--- src/design/cau_pkg.sv ---
// Shared types and constants of the complex arithmetic unit.
`default_nettype none
package cau_pkg;

   // Operation codes
   localparam logic [2:0] OP_ADD  = 3'd0;
   localparam logic [2:0] OP_SUB  = 3'd1;
   localparam logic [2:0] OP_MUL  = 3'd2;
   localparam logic [2:0] OP_DIV  = 3'd3;
   localparam logic [2:0] OP_CONJ = 3'd4;
   localparam logic [2:0] OP_CMP  = 3'd5;

   // Input queue geometry
   localparam int Q_DEPTH = 4;
   localparam int Q_AW    = 2;

   // Quotient bits produced by the divider pipeline
   localparam int DIV_STEPS = 33;

   localparam logic [31:0] SAT_MAX = 32'h7FFF_FFFF;
   localparam logic [31:0] SAT_MIN = 32'h8000_0000;

   // Execution path chosen by the front end
   typedef enum logic [1:0] {
      KIND_SIMPLE = 2'd0,
      KIND_MUL    = 2'd1,
      KIND_DIV    = 2'd2
   } kind_type;

   // One queued beat
   typedef struct packed {
      logic [2:0]         op;
      kind_type           kind;
      logic signed [31:0] a_re;
      logic signed [31:0] a_im;
      logic signed [31:0] b_re;
      logic signed [31:0] b_im;
   } item_type;

   // One finished result
   typedef struct packed {
      logic [31:0] re;
      logic [31:0] im;
      logic        eq;
      logic        dz;
      logic        ov;
   } res_type;

   // Long-division state of one lane
   typedef struct packed {
      logic [64:0] rem;
      logic [32:0] low;
      logic [32:0] q;
      logic [63:0] den;
   } dstep_type;

endpackage
`default_nettype wire

--- src/design/cau_front.sv ---
// Front end: accepts request beats, classifies them and queues them.
`default_nettype none
module cau_front (
   input  wire                  clock,
   input  wire                  reset,
   input  wire                  req_valid,
   output logic                 req_ready,
   input  wire [2:0]            req_operation,
   input  wire signed [31:0]    req_a_re,
   input  wire signed [31:0]    req_a_im,
   input  wire signed [31:0]    req_b_re,
   input  wire signed [31:0]    req_b_im,
   input  wire                  pop,
   output logic                 head_valid,
   output cau_pkg::item_type    head
);

   cau_pkg::item_type            mem_ff [cau_pkg::Q_DEPTH];
   logic [cau_pkg::Q_AW-1:0]     wptr_ff, wptr_in, rptr_ff, rptr_in;
   logic [cau_pkg::Q_AW:0]       count_ff, count_in;
   cau_pkg::item_type            item;
   logic                         wr;

   // Classify the incoming beat
   always_comb begin
      item.op   = req_operation;
      item.a_re = req_a_re;
      item.a_im = req_a_im;
      item.b_re = req_b_re;
      item.b_im = req_b_im;
      item.kind = cau_pkg::KIND_SIMPLE;
      if (req_operation == cau_pkg::OP_MUL) begin
         item.kind = cau_pkg::KIND_MUL;
      end else if (req_operation == cau_pkg::OP_DIV &&
                   (req_b_re != 32'sd0 || req_b_im != 32'sd0)) begin
         item.kind = cau_pkg::KIND_DIV;
      end
   end

   assign req_ready  = (count_ff != (cau_pkg::Q_AW+1)'(cau_pkg::Q_DEPTH));
   assign wr         = req_valid && req_ready;
   assign head_valid = (count_ff != '0);
   assign head       = mem_ff[rptr_ff];

   // Advance pointers and fill count
   always_comb begin
      wptr_in  = wr  ? wptr_ff + 1'b1 : wptr_ff;
      rptr_in  = pop ? rptr_ff + 1'b1 : rptr_ff;
      count_in = count_ff;
      if (wr && !pop) begin
         count_in = count_ff + 1'b1;
      end else if (!wr && pop) begin
         count_in = count_ff - 1'b1;
      end
   end

   always_ff @(posedge clock) begin
      if (reset) begin
         wptr_ff  <= '0;
         rptr_ff  <= '0;
         count_ff <= '0;
      end else begin
         wptr_ff  <= wptr_in;
         rptr_ff  <= rptr_in;
         count_ff <= count_in;
      end
   end

   // Store the beat
   always_ff @(posedge clock) begin
      if (wr) begin
         mem_ff[wptr_ff] <= item;
      end
   end

endmodule
`default_nettype wire

--- config.mk ---
export PLATFORM = sky130hd
export DESIGN_NAME = cau_front
export DESIGN_NICKNAME = d
export VERILOG_FILES = /design/src/design/cau_pkg.sv /design/src/design/cau_front.sv
export SDC_FILE = /design/constraint.sdc
export NUM_CORES = 1
export LEC_CHECK = 0
export ABC_AREA = 1
export BUFFER_PORTS_ARGS = -buffer_cell sky130_fd_sc_hd__buf_2
export CORE_AREA = 2 2 206 208
export DETAILED_ROUTE_END_ITERATION = 12
export DIE_AREA = 0 0 208 210
export PLACE_DENSITY_LB_ADDON = 0.25
export SETUP_SLACK_MARGIN = 0.3
export SLEW_MARGIN = 20
export SYNTH_ARGS = -nofsm -noshare
export SYNTH_HDL_FRONTEND = slang
export SYNTH_SLANG_ARGS = --single-unit
export TNS_END_PERCENT = 5
--- constraint.sdc ---
create_clock -name clock -period 8.9 [get_ports clock]
set_clock_uncertainty 0.15 [all_clocks]
set_input_delay 1.335 -clock clock [delete_from_list [all_inputs] [get_ports clock]]
set_output_delay 1.335 -clock clock [all_outputs]
set_load 0.05 [all_outputs]
==> flow_summary.ini <==
[drt]
via_per_inst = 5.51
first_pass_iters = 4
vias = 12400
drt_iter0_drc = 795
drc = 0
drt_wl_total_um = 45300
ant_nets = 0
wl_per_cell_um = 20.1

[synth]
synth-edff-count = 532
ys.warnings.count = 0
synth_top_area_share_pct = 78.2
async_flop_share_pct = 0
ys_seq_elements = 541
ys_top_cells_by_area = edfxtp_1 78%, nor2_1 5.8%, o22ai_1 4.1%
yosysTopAreaCell = edfxtp_1
avgSynthCellArea_um2 = 14.5
ys_seq_area_share_pct = 79.1
yosysMostFrequentCell = edfxtp_1
synth_fp_nets = 1550
netlist_instances = 1409
synth_commonest_cells = 532 x edfxtp_1, 318 x nor2_1, 150 x o21ai_0
synth_area_um2 = 20400
synthDistinctLibCells = 23
ys.flop_type = edfxtp_1

[placement]
io_buffers = 269
hpwl_um = 24500
place_worst_setup_slack_ps = 4500
gp_congestion = 0.742

[clocking]
clkLatencyLatePin_ps = 590
ctsHoldBuffers = 0
cts_buffers = 53
root_buffer = clkbuf_16
clkTransAtPathRegs_ps = 60
post_cts_buffers = 0
htree_levels = 2
cts_buffer_depth = 3
cts_resized = 0
cts_tree = yes
clock-sinks = 541

[setup_path]
worstSetupPathType = flop to primary output
timing.rr.end = mem_ff[1][62]
path_cells = buf_4 -> buf_4 -> o21ai_0 -> o22ai_1 -> buf_2
start_kind = flop
crit_top_cell = buf_4
cpPeakStageDelay_ps = 890
slowest_stage = buf_4
r2r_cells = 5
cp_data_required_time_ps = 7410
ff2ff_setup_slack_ps = 5850
path_max_fanout = 100
crit_arrival_ps = 3540
end_kind = primary output
timing.rr.start = count_ff[0]

[sta]
timing.final.crit_share_pct = 56.4
worst_slew_pin_slew_ps = 1100
final_hold_viol_count = 0
finalMaxSlewViolations = 0
tns_ps = 0
setup_viol = 0
fmax_mhz = 199
worst_slack_ps = 3880
grt_setup_unrepaired = no
final.min_clock_period_ps = 5020
relSlewSlack_pct = 26.6

[global_route]
antenna_found_initial = 11
grt_max_degree = 186
grt_pass1_vias = 12100
grt_pass1_wl_um = 68700
grtUsageTotal_pct = 20.3
overflow = 0

[pwr]
seqPwrFrac_pct = 49.3
p_clk_share_pct = 35.9
ir_drop_uv = 195
switchingPower_mw = 1.68
p_leak_nw = 8.21
internal_power_mw = 4.46
swShare_pct = 27.4
powerDensity_nw_per_um2 = 258
p_comb_share_pct = 14.9

[die]
dieArea_um2 = 43700
core-area_um2 = 41500
die_y_um = 210
initial_core_util_pct = 49.2
io_pins = 270
rows = 75
die_w_um = 208

[cells_and_area]
multi_input_area_um2 = 3660
fill_cells = 3338
seq_area_um2 = 16200
syn2layout_area_growth_pct = 16.5
final_nets = 1801
drive_gt1_share_pct = 21.5
final_util_pct = 57.3

[worst_hold_path]
hold_path_end = wptr_ff[0]
hold_depth = 2
min_from = wptr_ff[0]
hold_class = flop to flop

[outcome]
outcome = completed

[run]
drv_cap = 0
## cell families (layout without fill, tap and decap cells)
logic type	Yosys count	after routing	synth area share [%]
buffers and inverters	103	396	3.12
other	0	8	0
and+or+nand+nor	352	352	6.54
adders and majority gates	6	6	0.404
DFF	541	541	79.1
AOI/OAI and AO/OA	407	407	10.8
## worst max-delay path, delay by kind of cell (launching register included)
family / cells / cell delay, ps
compound gates: 2 / 490
flops: 1 / 370
buf+inv: 3 / 1870
## state kept, by name, summed over array words and instances, names as in the netlist, named ones only
register	flops
mem_ff	532
rptr_ff	2
wptr_ff	2
count_ff	3
## cell type report
cell class                 count  area share, %
clock inverter                38           1.48
multi-input combinational    765           15.4
timing repair buffer         283           6.29
clock buffer                  59           5.67
inverter                      16          0.295
sequential                   541           68.0
tap                          539           2.84
antenna                        8         0.0842
## per-stage QoR
stage	power, mW	cell area [um2]	cells	hold slack, ps
floorplan	3.77	20400	1409	330
global placement	3.99	22000	2143	347
detailed placement	4.00	22000	2143	358
CTS	6.19	23700	2240	368
global route	6.35	23800	2244	410
finish	6.14	23800	2249	366
## worst max path at each step
stage	startpoint	endpoint	slack, ps	cells past startpoint
6_report	flop	head[26]	3880	5
5_1_grt	flop	head[118]	3700	5
4_1_cts	flop	head[39]	3860	5
3_5_place_dp	flop	head[71]	4500	5
3_3_place_gp	flop	head[39]	4490	5
2_1_floorplan	req_valid	mem_ff[0][0]	1060	2
## power by group through the flow
stage               combinational [mW]  clock [mW]  sequential, mW
CTS                              0.920        2.24            3.03
global placement                 0.910           0            3.08
detailed placement               0.919           0            3.08
global route                     0.976        2.34            3.04
floorplan                        0.663           0            3.10
finish                           0.913        2.20            3.03
## per-layer routing
metal,global-route usage (%),up-vias,share of wire [%]
met5,0.222,-,0.18
met1,27.0,6159,43
li1,-,5818,-
met2,32.7,324,47
met4,6.33,12,2.4
met3,5.81,87,7.5
## layout by cell type, fill, tap and decap left out, drive strengths merged, types with 9 or more instances in the layout
cell,synthesis,layout
clkinv,0,29
clkbuf,34,59
nand2,27,27
edfxtp,532,532
dfxtp,9,9
buf,53,283
o21ai,267,267
nor2,318,318
inv,16,18
o22ai,133,133
Power figures use the tool's default switching activity.
